$ cat config.mk
export PLATFORM = sky130hd
export DESIGN_NAME = ising_metropolis_spin_update
export DESIGN_NICKNAME = d
export VERILOG_FILES = /design/src/hw/rtl/isi_pkg.sv /design/src/hw/rtl/isi_lattice.sv /design/src/hw/rtl/ising_metropolis_spin_update.sv
export SDC_FILE = /design/constraint.sdc
export NUM_CORES = 2
export LEC_CHECK = 0
export BUFFER_PORTS_ARGS = -buffer_cell sky130_fd_sc_hd__buf_2
export CAP_MARGIN = 40
export CORE_ASPECT_RATIO = 0.5
export CORE_MARGIN = 1.5
export CORE_UTILIZATION = 50
export DETAILED_ROUTE_END_ITERATION = 8
export PLACE_DENSITY = 0.73
export SKIP_LAST_GASP = 1
export SLEW_MARGIN = 20
export SYNTH_ARGS = -nofsm -noshare
export SYNTH_HDL_FRONTEND = slang
export SYNTH_HIERARCHICAL = 1
export SYNTH_SLANG_ARGS = --single-unit
export TNS_END_PERCENT = 5
$ cat constraint.sdc
create_clock -name clk_i -period 10.9 [get_ports clk_i]
set_input_delay 2.18 -clock clk_i [delete_from_list [all_inputs] [get_ports clk_i]]
set_output_delay 2.18 -clock clk_i [all_outputs]
set_load 0.005 [all_outputs]
$ cat src/hw/rtl/isi_pkg.sv
// Shared types and constants of the Ising Metropolis spin update block.
// No dependencies; imported by every RTL file of the block.
`default_nettype none

package isi_pkg;

  localparam int CoordW  = 5;
  localparam int RandW   = 16;
  localparam int ThrW    = 17;
  localparam int DeW     = 5;
  localparam int EnW     = 13;
  localparam int MagW    = 12;
  localparam int CfgIdxW = 2;

  localparam logic [1:0] REQ_STEP  = 2'd0;
  localparam logic [1:0] REQ_WRITE = 2'd1;
  localparam logic [1:0] REQ_READ  = 2'd2;

  localparam logic [CfgIdxW-1:0] CFG_THR_DE4 = CfgIdxW'(0);
  localparam logic [CfgIdxW-1:0] CFG_THR_DE8 = CfgIdxW'(1);

  localparam logic [ThrW-1:0] THR_DE4_RESET = ThrW'(8869);
  localparam logic [ThrW-1:0] THR_DE8_RESET = ThrW'(1200);

  // write side of the lattice store
  typedef struct packed {
    logic we;
    logic wdata;
  } lat_ctl_t;

endpackage

`default_nettype wire

$ cat src/hw/rtl/isi_lattice.sv
// Spin lattice store: one-bit memory, one write and one registered read port.
// Runs a clearing pass to all +1 after reset. Uses isi_pkg.
`default_nettype none

module isi_lattice
  import isi_pkg::*;
#(
  parameter int Depth = 1024,
  localparam int AW = $clog2(Depth)
) (
  input  wire logic          clk_i,
  input  wire logic          rst_ni,
  input  wire lat_ctl_t      lat_ctl_i,
  input  wire logic [AW-1:0] waddr_i,
  input  wire logic [AW-1:0] raddr_i,
  output logic               rdata_o,
  output logic               ready_o
);

  logic          mem [Depth];
  logic          clr_busy_q;
  logic [AW-1:0] clr_addr_q;
  logic          mem_we;
  logic [AW-1:0] mem_wa;
  logic          mem_wd;

  assign mem_we  = clr_busy_q | lat_ctl_i.we;
  assign mem_wa  = clr_busy_q ? clr_addr_q : waddr_i;
  assign mem_wd  = clr_busy_q | lat_ctl_i.wdata;
  assign ready_o = ~clr_busy_q;

  always_ff @(posedge clk_i or negedge rst_ni) begin
    if (!rst_ni) begin
      clr_busy_q <= 1'b1;
      clr_addr_q <= '0;
    end else if (clr_busy_q) begin
      clr_addr_q <= clr_addr_q + AW'(1);
      if (clr_addr_q == AW'(Depth - 1)) begin
        clr_busy_q <= 1'b0;
      end
    end
  end

  always_ff @(posedge clk_i) begin
    if (mem_we) begin
      mem[mem_wa] <= mem_wd;
    end
    rdata_o <= mem[raddr_i];
  end

endmodule

`default_nettype wire

$ cat src/hw/rtl/ising_metropolis_spin_update.sv
// One item at a time; five serial reads on the single lattice read port.
// Reset: lattice clearing pass, busy high while it runs; config taken.
// The receiver cannot stall: each result is shown for one cycle only.
// Uses isi_pkg and isi_lattice.
`default_nettype none

module ising_metropolis_spin_update
  import isi_pkg::*;
#(
  parameter int SIDE = 32
) (
  input  wire logic                clk_i,
  input  wire logic                rst_ni,
  input  wire logic                start_i,
  output logic                     busy_o,
  input  wire logic [1:0]          req_type_i,
  input  wire logic [CoordW-1:0]   row_i,
  input  wire logic [CoordW-1:0]   column_i,
  input  wire logic [RandW-1:0]    random_fraction_i,
  input  wire logic                spin_value_i,
  input  wire logic                cfg_valid_i,
  output logic                     cfg_ready_o,
  input  wire logic [CfgIdxW-1:0]  cfg_index_i,
  input  wire logic [ThrW-1:0]     cfg_data_i,
  output logic                     result_valid_o,
  output logic                     accepted_o,
  output logic                     spin_after_o,
  output logic signed [DeW-1:0]    delta_energy_o,
  output logic signed [EnW-1:0]    total_energy_o,
  output logic signed [MagW-1:0]   total_magnetization_o
);

  localparam int Depth = SIDE * SIDE;
  localparam int AW    = $clog2(Depth);
  localparam int CW    = $clog2(SIDE);
  localparam int SW    = (CW > CoordW) ? CW + 1 : CoordW + 1;

  localparam logic [EnW-1:0]  EnReset  = EnW'(-2 * SIDE * SIDE);
  localparam logic [MagW-1:0] MagReset = MagW'(SIDE * SIDE);
  localparam logic [MagW-1:0] MagUp    = MagW'(2);
  localparam logic [MagW-1:0] MagDown  = MagW'(-2);
  localparam logic [DeW-1:0]  DeFour   = DeW'(4);
  localparam logic [DeW-1:0]  DeEight  = DeW'(8);

  typedef enum logic [1:0] {
    ST_CLEAR,
    ST_IDLE,
    ST_READ,
    ST_EVAL
  } state_e;

  state_e            state_q;
  logic [2:0]        cnt_q;
  logic [1:0]        req_q;
  logic [CW-1:0]     row_q;
  logic [CW-1:0]     col_q;
  logic [RandW-1:0]  rnd_q;
  logic              want_q;
  logic              oob_q;
  logic              center_q;
  logic [2:0]        ones_q;
  logic [ThrW-1:0]   thr4_q;
  logic [ThrW-1:0]   thr8_q;
  logic [EnW-1:0]    en_q;
  logic [MagW-1:0]   mag_q;

  logic              lat_ready;
  logic              lat_rdata;
  lat_ctl_t          lat_ctl;
  logic [AW-1:0]     ctr_addr;
  logic [AW-1:0]     rd_addr;
  logic [CW-1:0]     row_up;
  logic [CW-1:0]     row_dn;
  logic [CW-1:0]     col_up;
  logic [CW-1:0]     col_dn;
  logic              in_oob;
  logic              start_ok;
  logic [DeW-1:0]    ones_x4;
  logic [DeW-1:0]    de;
  logic              acc;

  assign busy_o      = (state_q != ST_IDLE);
  assign cfg_ready_o = 1'b1;
  assign start_ok    = start_i & ~busy_o;

  assign in_oob = (SW'(row_i) >= SW'(SIDE)) | (SW'(column_i) >= SW'(SIDE));

  assign row_up = (row_q == CW'(SIDE - 1)) ? '0 : row_q + CW'(1);
  assign row_dn = (row_q == '0) ? CW'(SIDE - 1) : row_q - CW'(1);
  assign col_up = (col_q == CW'(SIDE - 1)) ? '0 : col_q + CW'(1);
  assign col_dn = (col_q == '0) ? CW'(SIDE - 1) : col_q - CW'(1);

  assign ctr_addr = AW'(row_q) * AW'(SIDE) + AW'(col_q);

  always_comb begin
    unique case (cnt_q)
      3'd1:    rd_addr = AW'(row_up) * AW'(SIDE) + AW'(col_q);
      3'd2:    rd_addr = AW'(row_dn) * AW'(SIDE) + AW'(col_q);
      3'd3:    rd_addr = AW'(row_q) * AW'(SIDE) + AW'(col_up);
      3'd4:    rd_addr = AW'(row_q) * AW'(SIDE) + AW'(col_dn);
      default: rd_addr = ctr_addr;
    endcase
  end

  // dE = 2*s*(2n-4) with n the count of +1 neighbours
  assign ones_x4 = {ones_q, 2'b00};
  assign de      = center_q ? ones_x4 - DeEight : DeEight - ones_x4;

  always_comb begin
    acc = 1'b0;
    if (!oob_q) begin
      unique case (req_q)
        REQ_STEP: begin
          if (de[DeW-1] || de == '0) begin
            acc = 1'b1;
          end else if (de == DeFour) begin
            acc = ({1'b0, rnd_q} < thr4_q);
          end else begin
            acc = ({1'b0, rnd_q} < thr8_q);
          end
        end
        REQ_WRITE: acc = (want_q != center_q);
        default:   acc = 1'b0;
      endcase
    end
  end

  assign lat_ctl.we    = (state_q == ST_EVAL) & acc;
  assign lat_ctl.wdata = ~center_q;

  isi_lattice #(
    .Depth(Depth)
  ) u_lattice (
    .clk_i    (clk_i),
    .rst_ni   (rst_ni),
    .lat_ctl_i(lat_ctl),
    .waddr_i  (ctr_addr),
    .raddr_i  (rd_addr),
    .rdata_o  (lat_rdata),
    .ready_o  (lat_ready)
  );

  always_ff @(posedge clk_i or negedge rst_ni) begin
    if (!rst_ni) begin
      thr4_q <= THR_DE4_RESET;
      thr8_q <= THR_DE8_RESET;
    end else if (cfg_valid_i && cfg_ready_o) begin
      unique case (cfg_index_i)
        CFG_THR_DE4: thr4_q <= cfg_data_i;
        CFG_THR_DE8: thr8_q <= cfg_data_i;
        default: ;
      endcase
    end
  end

  always_ff @(posedge clk_i or negedge rst_ni) begin
    if (!rst_ni) begin
      state_q        <= ST_CLEAR;
      cnt_q          <= '0;
      en_q           <= EnReset;
      mag_q          <= MagReset;
      result_valid_o <= 1'b0;
      oob_q          <= 1'b0;
      ones_q         <= '0;
    end else begin
      result_valid_o <= 1'b0;
      unique case (state_q)
        ST_CLEAR: begin
          if (lat_ready) begin
            state_q <= ST_IDLE;
          end
        end
        ST_IDLE: begin
          if (start_ok) begin
            req_q  <= req_type_i;
            row_q  <= CW'(row_i);
            col_q  <= CW'(column_i);
            rnd_q  <= random_fraction_i;
            want_q <= spin_value_i;
            oob_q  <= in_oob;
            ones_q <= '0;
            cnt_q  <= '0;
            state_q <= in_oob ? ST_EVAL : ST_READ;
          end
        end
        ST_READ: begin
          cnt_q <= cnt_q + 3'd1;
          if (cnt_q == 3'd1) begin
            center_q <= lat_rdata;
          end
          if (cnt_q >= 3'd2) begin
            ones_q <= ones_q + {2'b00, lat_rdata};
          end
          if (cnt_q == 3'd5) begin
            state_q <= ST_EVAL;
          end
        end
        ST_EVAL: begin
          result_valid_o <= 1'b1;
          accepted_o     <= acc;
          spin_after_o   <= oob_q ? 1'b0 : (center_q ^ acc);
          delta_energy_o <= oob_q ? '0 : de;
          if (acc) begin
            en_q  <= en_q + {{(EnW - DeW){de[DeW-1]}}, de};
            mag_q <= mag_q + (center_q ? MagDown : MagUp);
            total_energy_o        <= en_q + {{(EnW - DeW){de[DeW-1]}}, de};
            total_magnetization_o <= mag_q + (center_q ? MagDown : MagUp);
          end else begin
            total_energy_o        <= en_q;
            total_magnetization_o <= mag_q;
          end
          state_q <= ST_IDLE;
        end
        default: state_q <= ST_IDLE;
      endcase
    end
  end

endmodule

`default_nettype wire

* After elaboration in Yosys (flattened, before gate mapping)
Memories as Yosys holds them, arrays and structs flattened. A register that Yosys moved wholly into a read port is not among the register bits.
Index checks and enable logic that the tools add are counted.
** Word-level totals
- Bits in registers :: 141
- RAM bits :: 1024
- Bits of input ports :: 52
- Logic and storage cells :: 110
- Memories :: 1
** Operators by class
- Add/sub/neg operators :: 16
- $lt $le $gt $ge :: 3
- Equal/unequal tests :: 20
- Muxes and demuxes :: 26
- Bitwise operators :: 7
- Reduce and logical (&&, ||, !) cells :: 16
** Memory list
- u_lattice.mem :: words 1024, bits a word 1, rd ports 1, clocked after memory_dff 1, wr ports 1, line isi_lattice.sv:20 : logic mem [Depth];
** Operators with widths (number)
- 10-bit by 5-bit adder with 10-bit output :: 5
- 10-bit one-hot mux with 4 select lines :: 1
- 16-bit by 17-bit less-than comparator with 1-bit output :: 2
- 5-bit 2-to-1 mux :: 5
- 12-bit 2-to-1 mux :: 2
- 5-bit zero test :: 3
- 13-bit adder :: 1
- 13-bit 2-to-1 mux :: 1
- 12-bit adder :: 1
- 3-bit one-hot mux with 2 select lines :: 2
- 3-bit AND reduction :: 4
- 10-bit by 1-bit adder with 10-bit output (second input constant) :: 1
- 5-bit by 1-bit adder with 5-bit output (second input constant) :: 2
- 10-bit equality test (second input constant) :: 1
- 5-bit equality test (second input constant) :: 2
- 10-bit 2-to-1 mux :: 1
- 5-bit by 1-bit subtractor with 5-bit output (second input constant) :: 2
- 2-bit inequality test (second input constant) :: 4
- 2-bit one-hot mux with 4 select lines :: 1
- 2-bit AND reduction :: 4
- 1-bit 2-to-1 mux :: 7
- 2-bit by 1-bit equality test with 1-bit output (second input constant) :: 3
- 3-bit by 2-bit equality test with 1-bit output (second input constant) :: 2
- 3-bit equality test (second input constant) :: 2
- 20 further kinds :: 29

* Longest topological paths before layout
- Word-level depth :: 10
- Depth in mapped cells :: 19
- Depth with buffers taken out :: 14

* Cells and area by module
The synthesis kept the hierarchy.
** By module, submodules not included
- isi_lattice :: times used 1, cells an instance 3166, area an instance 45134.5 µm², sequential area each 31046.0 µm²
- ising_metropolis_spin_update :: times used 1, cells an instance 589, area an instance 6894.1 µm², sequential area each 3354.5 µm²

* Worst setup path before layout
OpenSTA, ideal clock, no wires.
- Kind :: register -> register
- Start point :: register u_lattice.clr_busy_q
- End point :: memory u_lattice.mem[0], data pin
- Library setup time :: 1.622 ns
- Data arrival time :: 8.185 ns
- Data required time :: 9.278 ns
- Path slack :: 1.093 ns
- Cell stages (with the launch flop) :: 5
- Clock period less this slack :: 9.807 ns
- Cells stage by stage :: dfstp_2 > buf_2 > buf_1 > clkbuf_1 > or2_2
** Between the ends
- Cells in the longest elaborated chain, start to end :: 1
** Ends and longest elaborated chain
- start: declaration :: line isi_lattice.sv:21 : logic clr_busy_q;
- start signal: assignment :: line isi_lattice.sv:34 : clr_busy_q <= 1'b1;
- start signal: assignment :: line isi_lattice.sv:39 : clr_busy_q <= 1'b0;
- 1-bit bitwise OR :: line isi_lattice.sv:29 : assign mem_wd = clr_busy_q | lat_ctl_i.wdata;
- named net u_lattice.mem_wd :: line isi_lattice.sv:25 : logic mem_wd;
- end: declaration :: line isi_lattice.sv:20
The timed path passes the listed nets, and every way through them passes these cells.

* Final worst setup path
- Start point :: register col_q[0]
- End point :: register u_lattice.rdata_o, read port of u_lattice.mem
** Between the ends
- Cells in the longest elaborated chain, start to end :: 4
** Ends and longest elaborated chain
- start: declaration :: line ising_metropolis_spin_update.sv:56 : logic [CW-1:0] col_q;
- start signal: assignment :: line ising_metropolis_spin_update.sv:177 : col_q <= CW'(column_i);
- 5-bit by 1-bit subtractor with 5-bit output, or another cell as far along :: line ising_metropolis_spin_update.sv:91 : assign col_dn = (col_q == '0) ? CW'(SIDE - 1) : col_q - CW'(1);
- 5-bit 2-to-1 mux, on equally long branches :: line ising_metropolis_spin_update.sv:91, ising_metropolis_spin_update.sv:90
- 10-bit by 5-bit adder with 10-bit output, on equally long branches :: line ising_metropolis_spin_update.sv:100, ising_metropolis_spin_update.sv:99
- 10-bit one-hot mux with 4 select lines (*) :: line ising_metropolis_spin_update.sv:96 : unique case (cnt_q)
- named net rd_addr[0] :: line ising_metropolis_spin_update.sv:71 : logic [AW-1:0] rd_addr;
- end: declaration :: line isi_lattice.sv:16 : output logic rdata_o,
The timed path passes the listed nets; every way through them passes the cells marked *.
A chain may end at the register's enable or synchronous reset.

==> impl_summary.txt <==
----------------------------------------------------
[Detailed routing]
  Pre-Repair DR Iteration Count ... 6
  DRT Wirelength ... between 100 and 150 mm
  Number of DRC violations after detailed-routing iteration 0 ... 5465
  Number of vias per cell after detailed routing ... 6.31
  DR WL/cell ... about 26 um
  Antenna-violating nets left ... 0
  Overall via count from detail_route ... about 33000
  DRC ... 0

[Clocking]
  Setup fix buffers added after clock tree synthesis ... 0
  CTS tree ... built
  CTS Hold Bufs ... 0
  TritonCTS Buffers ... 104
  Resized Gates After CTS ... 0
  Clock-pin slew on the worst setup and hold paths ... roughly 0.060 ns
  Clock root cell ... sky130_fd_sc_hd__clkbuf_16
  Clock buffer depth ... 3
  CTS sink cnt ... about 1200
  Later-pin clock latency in the skew report ... 0.74 ns
  H-tree levels ... 3

[Placed design]
  Final weighted congestion in routability-driven placement ... roughly 0.85
  Post-DP HPWL ... ~77 mm
  Area after detailed placement ... 0.0542 sq mm
  Port bufs ... 80

[Worst setup path]
  Critical path's top delay family ... compound AO/OA/AOI/OAI gates
  Critical Path RT ... ~12 ns
  Critical path fanouts, max ... a little under 90
  Cell with the biggest individual delay on the critical path ... sky130_fd_sc_hd__buf_4
  WP data arrival ... 6.96 ns
  Combined buffer and inverter count along the critical path ... 2
  Setup crit end kind ... flip-flop
  Type of the worst setup path ... flip-flop to flip-flop
  Cells along the critical path ... ha_1 > and3_1 > ha_1 > nand2b_1 > a21oi_1 > nor2_1 > o21ai_4 > buf_12 > buf_4 > mux4_2 > a22o_1 > a221oi_1 > o22ai_1 > nor3_1 > nor3_1 > or4_1
  Delay of the slowest cell on the worst path ... about 0.75 ns
  CP startpoint kind ... flip-flop

[Logic synthesis]
  Prevailing post-synth register cell ... sky130_fd_sc_hd__edfxtp_1
  Share of flip-flops with an asynchronous set or reset after synthesis ... 0.0656
  Average footprint of a synthesized cell ... roughly 14 sq um
  Register area share after synthesis ... 0.661
  Flops & latches, synth ... about 1200
  Warnings, synthesis ... 6
  Syn Inst Count ... roughly 3800
  Combined area of all synthesized cells ... roughly 0.052 sq mm
  Number of enable-type register cells in the synthesized netlist ... ~1100
  Distinct cell type count after synthesis ... 78

[Power and ir drop]
  Power density over the cells ... about 190 mW/mm^2
  LEAKAGE ... between 15 and 20 nW
  Maximum vdd ir drop ... between 0.00015 and 0.0002 V
  PnR Total Power ... between 10 and 15 mW

[Min path]
  Path type of the worst min-delay path ... flip-flop to flip-flop

[Layout]
  Most used cells in the layout excluding fill and tap cells ... sky130_fd_sc_hd__edfxtp_1, sky130_fd_sc_hd__nor2_1, sky130_fd_sc_hd__mux4_2, sky130_fd_sc_hd__nand2_1, sky130_fd_sc_hd__clkbuf_16
  Post-Route Utilization ... 0.561
  Commonest non-fill, non-tap cell in the layout ... sky130_fd_sc_hd__edfxtp_1
  Number of fill cells ... around 7900
  Fraction of final layout cells sized beyond drive strength 1 ... 0.180
  Area of all placed cells without fillers ... ~0.058 sq mm
  NumNets Final ... roughly 3900
  Area delta synth->final ... 10.8%

[Floorplan]
  Chip Width ... between 400 and 500 um
  Core Area ... roughly 0.10 sq mm
  DIE AREA ... approximately 0.11 sq mm
  Top Ports ... a little under 90
  Y dimension of the die ... about 230 um
  Initial core utilization ... 0.506
  Row cnt ... 83

[Timing]
  Hold Vio Cnt, Final ... 0
  Final-layout worst hold slack ... around 0.5 ns
  Final max-slew violation count ... 0
  Setup-violating endpoint count in the final report ... 0
  Setup repair after global routing missed its margin ... false
  Period utilisation layout ... 0.582
  Final critical path time including I/O delays and setup ... 6.35 ns
  Highest clock frequency the design can meet ... about 160 MHz
  Tightest Pin Transition ... 0.957 ns
  Post-Route Setup TNS ... 0 ns
  Worst slew margin ... 0.362
  Final setup skew ... approximately 0.034 ns

[Global routing]
  Vias in the first global route ... about 32000
  Overall routing resource usage ... 0.258
  Total gr overflow ... 0
  Initial antenna violation count ... 4
  Maximum number of pins on one net before global-route repair ... 239
  Global-route wire length before repair ... between 200 and 250 mm

[Status]
  Outcome ... completed

[Job]
  Number of max-capacitance violations reported ... 0

----------------------------------------------------
==> area by class of cell <==
cell class	instances	area [sq um]	area share
tap	1360	1700	0.0295
clock inverter	50	544	0.00944
multi-input combinational	2214	16000	0.278
antenna	2	5.00	0.0000868
clock buffer	142	2830	0.0490
sequential	1158	34400	0.596
timing repair buffer	216	1900	0.0329
inverter	70	263	0.00456
==> registers in the layout, summed over array words and instances, names as in the netlist, 2 cells and up <==
register	cells
thr8_q	17
en_q	11
col_q	5
total_energy_o	11
mag_q	11
req_q	2
rnd_q	16
total_magnetization_o	11
delta_energy_o	3
ones_q	3
row_q	5
u_lattice/mem	1024
cnt_q	3
u_lattice/clr_addr_q	10
thr4_q	17
state_q	2
==> cells by family (layout without fill, tap and decap cells) <==
family	after synthesis	in the layout	synth area share
and+or+nand+nor	1399	1399	0.109
buffers and inverters	387	478	0.0340
AOI/OAI and AO/OA	316	316	0.0425
DFF	1158	1158	0.661
muxes	380	380	0.128
other	2	8	0.000144
xor gates and xnor gates	42	42	0.00707
adders and majority gates	71	71	0.0174
==> synthesized netlist by cell type, drive strengths merged, types with 4 or more instances <==
cell type  number  share of area
nor2         1057          0.076
inv            68         0.0049
ha             69          0.017
mux2i         103          0.020
clkbuf        251          0.018
a22oi          30         0.0043
a21o            7         0.0010
a211oi          5        0.00072
or3            14         0.0018
o21a            5        0.00072
nor2b          17         0.0020
a311oi          5        0.00084
o22ai          25         0.0030
o221ai         42         0.0071
mux4          214          0.094
nand2         156          0.011
a31oi          11         0.0013
o31ai           5        0.00072
nor4           10         0.0014
nor3           49         0.0047
nand4b          4        0.00067
xnor2          31         0.0052
buf            66          0.011
edfxtp       1081           0.62
nand3          27         0.0026
o21ai          51         0.0049
or4             4        0.00065
or2             7        0.00084
a32oi           4        0.00067
a22o           15         0.0025
nand4          12         0.0014
a2111oi         4        0.00067
dfstp          14         0.0071
o211ai          4        0.00058
nand2b         10         0.0012
a21oi          67         0.0067
mux2           63          0.015
a221oi         14         0.0024
nor3b           5        0.00072
dfrtp          62          0.030
xor2           11         0.0019
and2            8        0.00096
and3            9         0.0011
==> per-layer routing <==
metal / track usage / vias to the layer above / wire length, um
li1: - / 13800 / -
met1: 0.362 / 16700 / 51100
met2: 0.396 / 2093 / 62000
met3: 0.0712 / 318 / 19500
met4: 0.0762 / 0 / 4260
met5: 0 / - / 0
==> per-stage QoR <==
step | instances | setup slack, ns
3_5_place_dp | 5010 | 4.69
3_3_place_gp | 4964 | 4.67
2_1_floorplan | 3759 | 1.09
5_1_grt | 5210 | 4.25
6_report | 5212 | 4.55
4_1_cts | 5202 | 4.66
==> power breakdown <==
part / leakage [nW] / internal, mW / switching (mW)
Clock: 1.63 / 2.02 / 1.65
Sequential: 10.6 / 5.00 / 0.0812
Combinational: 5.98 / 0.931 / 1.35
Total: 18.3 / 7.95 / 3.08
==> worst register-to-register path: stages, from the launching register on <==
cell,delay [ns]
sky130_fd_sc_hd__edfxtp_1,0.50
sky130_fd_sc_hd__ha_1,0.27
sky130_fd_sc_hd__and3_1,0.19
sky130_fd_sc_hd__ha_1,0.17
sky130_fd_sc_hd__nand2b_1,0.20
sky130_fd_sc_hd__a21oi_1,0.18
sky130_fd_sc_hd__nor2_1,0.09
sky130_fd_sc_hd__o21ai_4,0.53
sky130_fd_sc_hd__buf_12,0.48
sky130_fd_sc_hd__buf_4,1.04
sky130_fd_sc_hd__mux4_2,0.65
sky130_fd_sc_hd__a22o_1,0.25
sky130_fd_sc_hd__a221oi_1,0.31
sky130_fd_sc_hd__o22ai_1,0.31
sky130_fd_sc_hd__nor3_1,0.49
sky130_fd_sc_hd__nor3_1,0.10
sky130_fd_sc_hd__or4_1,0.48
==> worst paths after layout <==
check	cells after the start	slack, ns	to	from
min reg2reg	1	0.50	en_q[12]	en_q[12]
min	1	0.50	en_q[12]	en_q[12]
max reg2reg	16	4.55	u_lattice/rdata_o	col_q[0]
max in group asynchronous	2	8.48	u_lattice/clr_addr_q[0]	rst_ni
min in group asynchronous	1	1.40	thr4_q[8]	rst_ni
max	16	4.55	u_lattice/rdata_o	col_q[0]
Note: power is estimated with default switching activity, not from simulation.
